File: src/sv/running_median_filter_core_macros.svh
// ----------------------------------------------------------------------------
// running median filter assertion macros
// shared concurrent assertion forms, clocked on clk, disabled in reset
// ----------------------------------------------------------------------------
`ifndef RUNNING_MEDIAN_FILTER_CORE_MACROS_SVH
`define RUNNING_MEDIAN_FILTER_CORE_MACROS_SVH

// same-cycle implication
`define RMF_ASSERT_NOW(lbl, ante, cons, msg) \
	lbl: assert property (@(posedge clk) disable iff (!arst_n) (ante) |-> (cons)) \
		else $error(msg);

// next-cycle implication
`define RMF_ASSERT_NEXT(lbl, ante, cons, msg) \
	lbl: assert property (@(posedge clk) disable iff (!arst_n) (ante) |=> (cons)) \
		else $error(msg);

`endif

File: src/sv/rmf_pkg.sv
// ----------------------------------------------------------------------------
// rmf_pkg
// sizes and controller command type for the running median filter
// ----------------------------------------------------------------------------
package rmf_pkg;

	localparam int WINDOW      = 10;
	localparam int SAMPLE_BITS = 16;
	localparam int STEP_BITS   = $clog2(WINDOW);
	localparam int MEDIAN_POS  = WINDOW / 2;

	typedef logic [SAMPLE_BITS-1:0] sample_t;
	typedef logic [STEP_BITS-1:0]   step_t;

	// commands from controller to datapath
	typedef struct packed {
		logic start;     // sample transfer, shift ring, seed the pass
		logic step;      // one position of the sorted pass
		logic last;      // final position, write the carried value
		logic load_out;  // capture the median into the output register
	} cmd_t;

endpackage

File: src/sv/rmf_ctrl.sv
// ----------------------------------------------------------------------------
// rmf_ctrl
// controller: accepts a sample, sequences the pass over the sorted window,
// then hands the median to the output register
// ----------------------------------------------------------------------------
`include "running_median_filter_core_macros.svh"

module rmf_ctrl (
	input  logic          clk,
	input  logic          arst_n,
	input  logic          sample_valid,
	output logic          sample_ready,
	output logic          median_valid,
	input  logic          median_ready,
	output rmf_pkg::cmd_t cmd
);
	import rmf_pkg::*;

	typedef enum logic [1:0] {
		ST_IDLE,
		ST_RUN,
		ST_WAIT
	} state_t;

	state_t state_q;
	step_t  cnt_q;
	logic   out_valid_q;
	logic   out_free;

	assign out_free     = !out_valid_q || median_ready;
	assign sample_ready = (state_q == ST_IDLE);
	assign median_valid = out_valid_q;

	// command decode
	always_comb begin
		cmd.start    = (state_q == ST_IDLE) && sample_valid;
		cmd.step     = (state_q == ST_RUN);
		cmd.last     = (state_q == ST_RUN) && (cnt_q == STEP_BITS'(WINDOW - 1));
		cmd.load_out = (state_q == ST_WAIT) && out_free;
	end

	// state, step counter and output valid
	always_ff @(posedge clk or negedge arst_n) begin
		if (!arst_n) begin
			state_q     <= ST_IDLE;
			cnt_q       <= '0;
			out_valid_q <= 1'b0;
		end else begin
			if (cmd.load_out) begin
				out_valid_q <= 1'b1;
			end else if (median_ready) begin
				out_valid_q <= 1'b0;
			end
			case (state_q)
				ST_IDLE: begin
					cnt_q <= '0;
					if (sample_valid) begin
						state_q <= ST_RUN;
					end
				end
				ST_RUN: begin
					cnt_q <= cnt_q + step_t'(1);
					if (cmd.last) begin
						state_q <= ST_WAIT;
					end
				end
				ST_WAIT: begin
					if (out_free) begin
						state_q <= ST_IDLE;
					end
				end
				default: begin
					state_q <= ST_IDLE;
				end
			endcase
		end
	end

	// checks
	`RMF_ASSERT_NEXT(a_start_runs, cmd.start, state_q == ST_RUN && cnt_q == '0,
		"pass did not begin after sample transfer")
	`RMF_ASSERT_NEXT(a_last_waits, cmd.last, state_q == ST_WAIT,
		"pass did not end after last position")
	`RMF_ASSERT_NOW(a_load_free, cmd.load_out, !out_valid_q || median_ready,
		"median loaded over an untaken result")
	`RMF_ASSERT_NEXT(a_load_valid, cmd.load_out, out_valid_q,
		"loaded median not presented")

endmodule

File: src/sv/rmf_datapath.sv
// ----------------------------------------------------------------------------
// rmf_datapath
// arrival shift line and rotating sorted window; one sorted position per
// step, the window rotates through a full turn during the pass
// ----------------------------------------------------------------------------
module rmf_datapath (
	input  logic             clk,
	input  logic             arst_n,
	input  rmf_pkg::cmd_t    cmd,
	input  rmf_pkg::sample_t sample,
	output rmf_pkg::sample_t median
);
	import rmf_pkg::*;

	sample_t ring_q   [WINDOW];
	sample_t sorted_q [WINDOW];
	sample_t evicted_q;
	sample_t carry_q;
	sample_t median_q;
	logic    del_q;
	logic    shf_q;

	sample_t cur;
	sample_t put;
	sample_t carry_n;
	logic    del_n;
	logic    shf_n;

	// one position of the delete and insert pass
	always_comb begin
		cur     = sorted_q[0];
		del_n   = del_q;
		shf_n   = shf_q;
		carry_n = carry_q;
		if (del_q || (sorted_q[0] == evicted_q)) begin
			cur   = sorted_q[1];
			del_n = 1'b1;
		end
		put = cur;
		if (shf_q || (carry_q < cur)) begin
			put     = carry_q;
			carry_n = cur;
			shf_n   = 1'b1;
		end
		if (cmd.last) begin
			put = carry_q;
		end
	end

	// window stores, cleared at reset
	always_ff @(posedge clk or negedge arst_n) begin
		if (!arst_n) begin
			for (int i = 0; i < WINDOW; i++) begin
				ring_q[i]   <= '0;
				sorted_q[i] <= '0;
			end
		end else begin
			if (cmd.start) begin
				for (int i = 0; i < WINDOW - 1; i++) begin
					ring_q[i] <= ring_q[i + 1];
				end
				ring_q[WINDOW - 1] <= sample;
			end
			if (cmd.step) begin
				for (int i = 0; i < WINDOW - 1; i++) begin
					sorted_q[i] <= sorted_q[i + 1];
				end
				sorted_q[WINDOW - 1] <= put;
			end
		end
	end

	// pass working registers and output register
	always_ff @(posedge clk) begin
		if (cmd.start) begin
			evicted_q <= ring_q[0];
			carry_q   <= sample;
			del_q     <= 1'b0;
			shf_q     <= 1'b0;
		end else if (cmd.step) begin
			carry_q <= carry_n;
			del_q   <= del_n;
			shf_q   <= shf_n;
		end
		if (cmd.load_out) begin
			median_q <= sorted_q[MEDIAN_POS];
		end
	end

	assign median = median_q;

endmodule

File: src/sv/running_median_filter_core.sv
// ----------------------------------------------------------------------------
// running_median_filter_core
// sliding-window median of echo pulse widths over the last ten samples
// ----------------------------------------------------------------------------
// usage:
//   input channel sample / sample_valid / sample_ready, one 16-bit unsigned
//   pulse width per transfer; output channel median / median_valid /
//   median_ready, one upper median (sorted index WINDOW/2) per sample.
//   a sample transfer shifts it into the arrival line and starts a pass that
//   walks the sorted window one position per cycle, removing the evicted
//   value and inserting the new one. a new sample is taken only when idle,
//   after the previous pass has loaded its median into the output register.
//   the median sits in an output register; a stalled receiver holds it, and
//   the block finishes the next pass and waits for the register to free.
//   reset clears both window stores to zero, so the first medians include
//   those zeros until the window has filled.
// ----------------------------------------------------------------------------
module running_median_filter_core (
	input  logic             clk,
	input  logic             arst_n,
	input  rmf_pkg::sample_t sample,
	input  logic             sample_valid,
	output logic             sample_ready,
	output rmf_pkg::sample_t median,
	output logic             median_valid,
	input  logic             median_ready
);
	import rmf_pkg::*;

	cmd_t cmd;

	// sequencing
	rmf_ctrl u_ctrl (
		.clk          (clk),
		.arst_n       (arst_n),
		.sample_valid (sample_valid),
		.sample_ready (sample_ready),
		.median_valid (median_valid),
		.median_ready (median_ready),
		.cmd          (cmd)
	);

	// window storage and pass logic
	rmf_datapath u_datapath (
		.clk    (clk),
		.arst_n (arst_n),
		.cmd    (cmd),
		.sample (sample),
		.median (median)
	);

endmodule
File: config.mk
export PLATFORM = sky130hd
export DESIGN_NAME = running_median_filter_core
export DESIGN_NICKNAME = d
export VERILOG_FILES = /design/src/sv/rmf_pkg.sv /design/src/sv/rmf_ctrl.sv /design/src/sv/rmf_datapath.sv /design/src/sv/running_median_filter_core.sv
export VERILOG_INCLUDE_DIRS = /design/src /design/src/sv
export SDC_FILE = /design/constraint.sdc
export NUM_CORES = 1
export LEC_CHECK = 0
export BUFFER_PORTS_ARGS = -buffer_cell sky130_fd_sc_hd__buf_2
export CAP_MARGIN = 0
export CORE_UTILIZATION = 25
export DETAILED_ROUTE_END_ITERATION = 8
export GPL_ROUTABILITY_DRIVEN = 0
export PLACE_DENSITY = 0.39
export SYNTH_ARGS = -nofsm -noshare
export SYNTH_HDL_FRONTEND = slang
export SYNTH_SLANG_ARGS = --single-unit
File: constraint.sdc
create_clock -name clk -period 6.3 [get_ports clk]
set_clock_uncertainty 0.2 [all_clocks]
set_input_delay 1.89 -clock clk [delete_from_list [all_inputs] [get_ports clk]]
set_output_delay 1.89 -clock clk [all_outputs]
set_load 0.01 [all_outputs]
# Yosys cells after proc, flatten, opt, wreduce, memory -nomap -nowiden

Index checks and enable logic that the tools add are counted.

Bits in registers: 377
Input port bits: 20
Output and inout bits: 18
Word-level logic and storage cells: 66

Add/sub/neg operators: 1
Magnitude comparators: 1
Equality and inequality tests: 7
Mux-type cells: 13
Reductions and logical operators: 16

Operators with widths:

| cell                | number |
|---|---|
| $mux 16             | 6 |
| $eq 16x16->1        | 1 |
| $lt 16x16->1        | 1 |
| $pmux 4 s2          | 1 |
| $reduce_bool 2->1   | 4 |
| $mux 2              | 3 |
| $pmux 2 s3          | 1 |
| $reduce_and 2->1    | 3 |
| $add 4x1->4 const B | 1 |
| $eq 4x4->1 const B  | 1 |
| $ne 2x2->1 const B  | 2 |
| $logic_and 1x1->1   | 3 |
| $logic_or 1x1->1    | 3 |
| $reduce_and 3->1    | 1 |
| $eq 2x1->1 const B  | 1 |
| $eq 2x2->1 const B  | 1 |
| $logic_not 2->1     | 1 |
| $mux 1              | 2 |
| $ne 2x1->1 const B  | 1 |
| $logic_not 1->1     | 1 |

# Logic depth before layout (Yosys ltp)

Depth in word-level cells: 8
Gate-level depth with buffers: 15
Gate-level depth less buffers: 13

# By module

Synthesis repeated with hierarchy kept, for this count alone.

Cells, all modules: 950
Area, all modules: 14,959.3 sq um

By module, submodules not included:

| module       | times used | cells an instance | area each (sq um) | seq. area each (sq um) |
|---|---|---|---|---|
| rmf_datapath | 1          | 912               | 14,596.5          | 9,489.1 |
| rmf_ctrl     | 1          | 38                | 362.8             | 175.2 |

# Worst setup path before layout

Ideal clock, no wire load.

Path kind: reg2reg
From: reg u_datapath.sorted_q[144] (netlist bit)
To: reg u_datapath.carry_q[0] (enable)
Library setup time: 411 ps
Data arrival time: 4,002 ps
Required time: 5,689 ps
Path slack: 1,687 ps
Cell stages (with the launch flop): 14
Buffers on the path: 1
Period minus slack after synthesis: 4,613 ps
Cells stage by stage: dfrtp_1 -> xnor2_1 -> nand4_1 -> nor4_4 -> nor2_4 -> buf_6 -> mux2i_2 -> ha_1 -> a21o_1 -> a21oi_1 -> o21ai_0 -> a221oi_1 -> o22ai_1 -> o21ai_0

Word-level cells in the longest chain between the ends: 7

Ends and longest elaborated chain:

| element                         | RTL line           | source |
|---|---|---|
| start, declared                 | rmf_datapath.sv:16 | `sample_t sorted_q [WINDOW];` |
| start signal, assigned by index | rmf_datapath.sv:66 | `sorted_q[i] <= sorted_q[i + 1];` |
| start signal, assigned by index | rmf_datapath.sv:68 | `sorted_q[WINDOW - 1] <= put;` |
| $eq 16x16->1                    | rmf_datapath.sv:35 | `if (del_q \|\| (sorted_q[0] == evicted_q)) begin` |
| $logic_or 1x1->1                | rmf_datapath.sv:35 |  |
| $mux 16 (*)                     | rmf_datapath.sv:35 |  |
| $lt 16x16->1 (*)                | rmf_datapath.sv:40 | `if (shf_q \|\| (carry_q < cur)) begin` |
| $logic_or 1x1->1 (*)            | rmf_datapath.sv:40 |  |
| $reduce_bool 2->1 (no line) (*) | -                  |  |
| $reduce_and 2->1 (no line) (*)  | -                  |  |
| end signal, assigned            | rmf_datapath.sv:77 | `carry_q <= sample;` |
| end signal, assigned            | rmf_datapath.sv:81 | `carry_q <= carry_n;` |
| end, declared                   | rmf_datapath.sv:18 | `sample_t carry_q;` |

Every way passes the cells marked *; elsewhere a longest branch is shown, timed or not.
A chain may end at the register's enable or synchronous reset.

# Final worst setup path

From: reg u_datapath.sorted_q[152] (netlist bit)
To: reg u_datapath.carry_q[12] (enable)

Same word-level chain as after synthesis.

==> results.md <==
- Outcome: complete, no violations
- Post-route ant nets: 0
- Critical path cell sequence: xnor2_1 -> nand4_1 -> nor4_4 -> nor2_4 -> mux2i_2 -> ha_1 -> a21o_1 -> a21oi_1 -> o21ai_0 -> a221oi_1 -> o22ai_1 -> o21ai_1 -> buf_4
- DRC: 0
- Share of cells above drive strength 1: 7.80%
- Initial antenna violation count: 0
- Highest Clock Rate: 219 MHz
- Worst path slowest cell: o21ai_1
- Synth Area per Inst: 9.37 um^2
- Worst slew margin: 37.0%
- CTS tree: built
- Sw Share: 33.5%
- FF+latch count, synth: 377
- DIE AREA: 60300 um^2
- Die Height: 246 um
- Layout area overhead: 16.1%
- Post-CTS Resized: 0
- Core Util, Final: 29.6%
- Comb pwr share: roughly 23%
- Die W: 246 um
- Buf/Inv on CP: 1
- Reg2reg path depth: 13
- CTS HTree Levels: 2
- Clock Tree Root: clkbuf_16
- First DRT Iteration DRCs: 622
- Syn Std Cell Area: between 10000 and 15000 um^2
- Hold path cells: 0
- CP max stage delay: 0.60 ns
- Setup Fix Bufs, Post-CTS: 0
- Critical Path Sink Type: flip-flop
- Fillers: 6230
- CTS buffer count: between 40 and 50
- Largest net degree at the start of global routing: 156
- Seq/Total Area, Yosys: approximately two thirds
- NetSw: between 2 and 3 mW
- Crit share post-route: between 70% and 80%
- Leak Pwr: 8.84 nW
- IO buf count: 37
- Clk_lat worst skew: roughly 0.55 ns
- Most frequent cells in the layout: nand2_1 (933), dfrtp_1 (327), edfxtp_1 (48)
- Core ar.: a little under 60000 um^2
- Vias per std cell: 4.12
- First-pass GRT wire length: around 56 mm
- Clock transition at the registers of the reported paths: 0.06 ns
- Max-Cap Viols: 0
- Aggregate global-route resource usage: 11.6%
- CP arrival: 4.61 ns
- Cells after DPL: 2317
- Slack of the critical path: 1.74 ns
- RSZ-0062 raised after global routing: no
- Worst IR drop on VDD: 0.267 mV
- Crit path launch type: flip-flop
- Post-Layout Cell Count: 2394
- Crit path max fanout: 16
- I/O Pins: 38
- CTS sink count: approximately 380
- GR Overflow Total: 0
- Number of global-route vias before repair: 10050
- Final Hold Fails: 0
- Drt first pass iters: 6
- Total negative setup slack: 0 ns
- Final nets: around 1600
- Max Transition Viols Final: 0
- Clock buffer depth: 3
- Synth top area cells: dfrtp_1 (55%), nand2_1 (24%), edfxtp_1 (9.7%), clkbuf_1 (1.8%), ha_1 (1.4%)
- Pre-CTS setup slack: 1.69 ns
- Sequential share of power: 47.4%
- Area taken by multi-input logic gates: 4850 um^2
- Yosys top cell by area: dfrtp_1
- Mean routed wirelength per cell: ~14 um
- Cell internal pwr: 5.56 mW
- Vias: 9871
- Req. time, crit path: 6.35 ns
- Yosys warns: 0
- CP top delay family: compound AO/OA/AOI/OAI gates
- Register Area: 9660 um^2
- Minimum clock period: approximately 4.6 ns
- Setup-failing EPs final: 0
- Syn Nets: 1620
- Row Count: 88
- Synth top area share: ~55%
- Critical path type: reg2reg
- Routed wire length: ~33 mm
- HPWL Detailed: 19.4 mm
- Most common cell after layout, fill and taps aside: nand2_1
- PwrDens: 486 nW/um^2
- Worst Max-Slew Pin Slew: ~0.95 ns
- Cell count along the critical path: 13
- N_diodes: 0
- Initial Utilization: 25.5%
- Cells after Synth: 1583
- Clock Power Share: slightly below 30%
- Synth cell types: 37
- Type of the worst min-delay path: reg2reg
- Hold Buf Count CTS: 0
[Yosys cell counts (all sizes together)]
cell	count
clkbuf	71
inv	8
o21a	1
nand4b	2
nand2b	5
dfxtp	2
ha	17
nor2	20
xnor2	16
o211ai	1
buf	8
nand3	2
o22ai	3
nand3b	2
nor3	3
nand4	5
a221oi	1
o21ai	44
a21oi	22
edfxtp	48
dfrtp	327
a21o	2
mux2i	17
and2	15
nand2	934
nor2b	3
o31ai	1
nor4	1
a211o	1
mux2	1
[final timing paths]
check                                                           from                             endpoint  slack (ns)
min in group asynchronous                                     arst_n  u_datapath.sorted_q[90]$_DFFE_PN0P_        1.25
worst min-delay path              u_datapath.ring_q[147]$_DFFE_PN0P_    u_datapath.evicted_q[3]$_DFFE_PP_        0.25
worst min register to register    u_datapath.ring_q[147]$_DFFE_PN0P_    u_datapath.evicted_q[3]$_DFFE_PP_        0.25
worst max-delay path            u_datapath.sorted_q[152]$_DFFE_PN0P_     u_datapath.carry_q[12]$_DFFE_PP_        1.74
worst max register to register  u_datapath.sorted_q[152]$_DFFE_PN0P_     u_datapath.carry_q[12]$_DFFE_PP_        1.74
max in group asynchronous                                     arst_n   u_datapath.ring_q[142]$_DFFE_PN0P_        3.67
[area by class of cell]
type / instances / area share [%]
Inverter: 8 / 0.203
Clock buffer: 69 / 7.71
Sequential cell: 377 / 56.1
Clock inverter: 8 / 0.392
Multi-Input combinational cell: 1119 / 28.1
Timing Repair Buffer: 48 / 1.90
Tap cell: 765 / 5.56
[power groups by stage]
stage / clock [mW] / sequential [mW] / combinational, mW
floorplan: 0 / 3.83 / 1.52
global placement: 0 / 4.00 / 1.96
detailed placement: 0 / 4.00 / 1.98
CTS: 2.59 / 3.98 / 1.99
global route: 2.69 / 4.09 / 2.29
finish: 2.48 / 3.96 / 1.92
[worst reg2reg max path: stages, from the launching register on]
cell and delay (ns):
dfrtp_1 0.41, xnor2_1 0.18, nand4_1 0.20, nor4_4 0.44, nor2_4 0.22, mux2i_2 0.28, ha_1 0.29, a21o_1 0.18
a21oi_1 0.15, o21ai_0 0.11, a221oi_1 0.53, o22ai_1 0.18, o21ai_1 0.60, buf_4 0.29
[flip-flops by register name (all words and copies together) (netlist names)]
| register | cells |
|---|---|
| u_ctrl.state_q | 2 |
| u_datapath.evicted_q | 16 |
| u_datapath.median | 16 |
| u_datapath.shf_q | 1 |
| u_datapath.ring_q | 160 |
| u_datapath.carry_q | 16 |
| u_datapath.sorted_q | 160 |
| u_ctrl.median_valid | 1 |
| u_datapath.del_q | 1 |
| u_ctrl.cnt_q | 4 |
[per-stage QoR]
| stage | area [um^2] | hold slack (ns) | power (mW) |
|---|---|---|---|
| finish | 17200 | 0.245 | 8.37 |
| global placement | 15800 | 0.239 | 5.96 |
| CTS | 17200 | 0.249 | 8.55 |
| global route | 17200 | 0.253 | 9.07 |
| detailed placement | 15800 | 0.230 | 5.98 |
| floorplan | 14800 | 0.225 | 5.34 |
[routing by layer]
metal  global-route usage [%]  share of wire [%]  vias up
met5                        0                  0        -
met1                     17.1                 52     4732
met3                     2.20                3.7       60
li1                         -                  -     4960
met4                     4.07                2.8        0
met2                     16.7                 41      119
[logic make-up (layout without fill, tap and decap cells)]
family	count (synthesis)	count (layout)	share of synthesized area (%)
AOI/OAI and AO/OA	76	76	2.82
xor gates and xnor gates	16	16	0.944
adders and majority gates	17	17	1.43
buffers and inverters	87	133	2.38
DFF	377	377	65.1
muxes	18	18	1.40
and+or+nand+nor	992	992	25.9
Note: power is estimated with default switching activity, not from simulation.
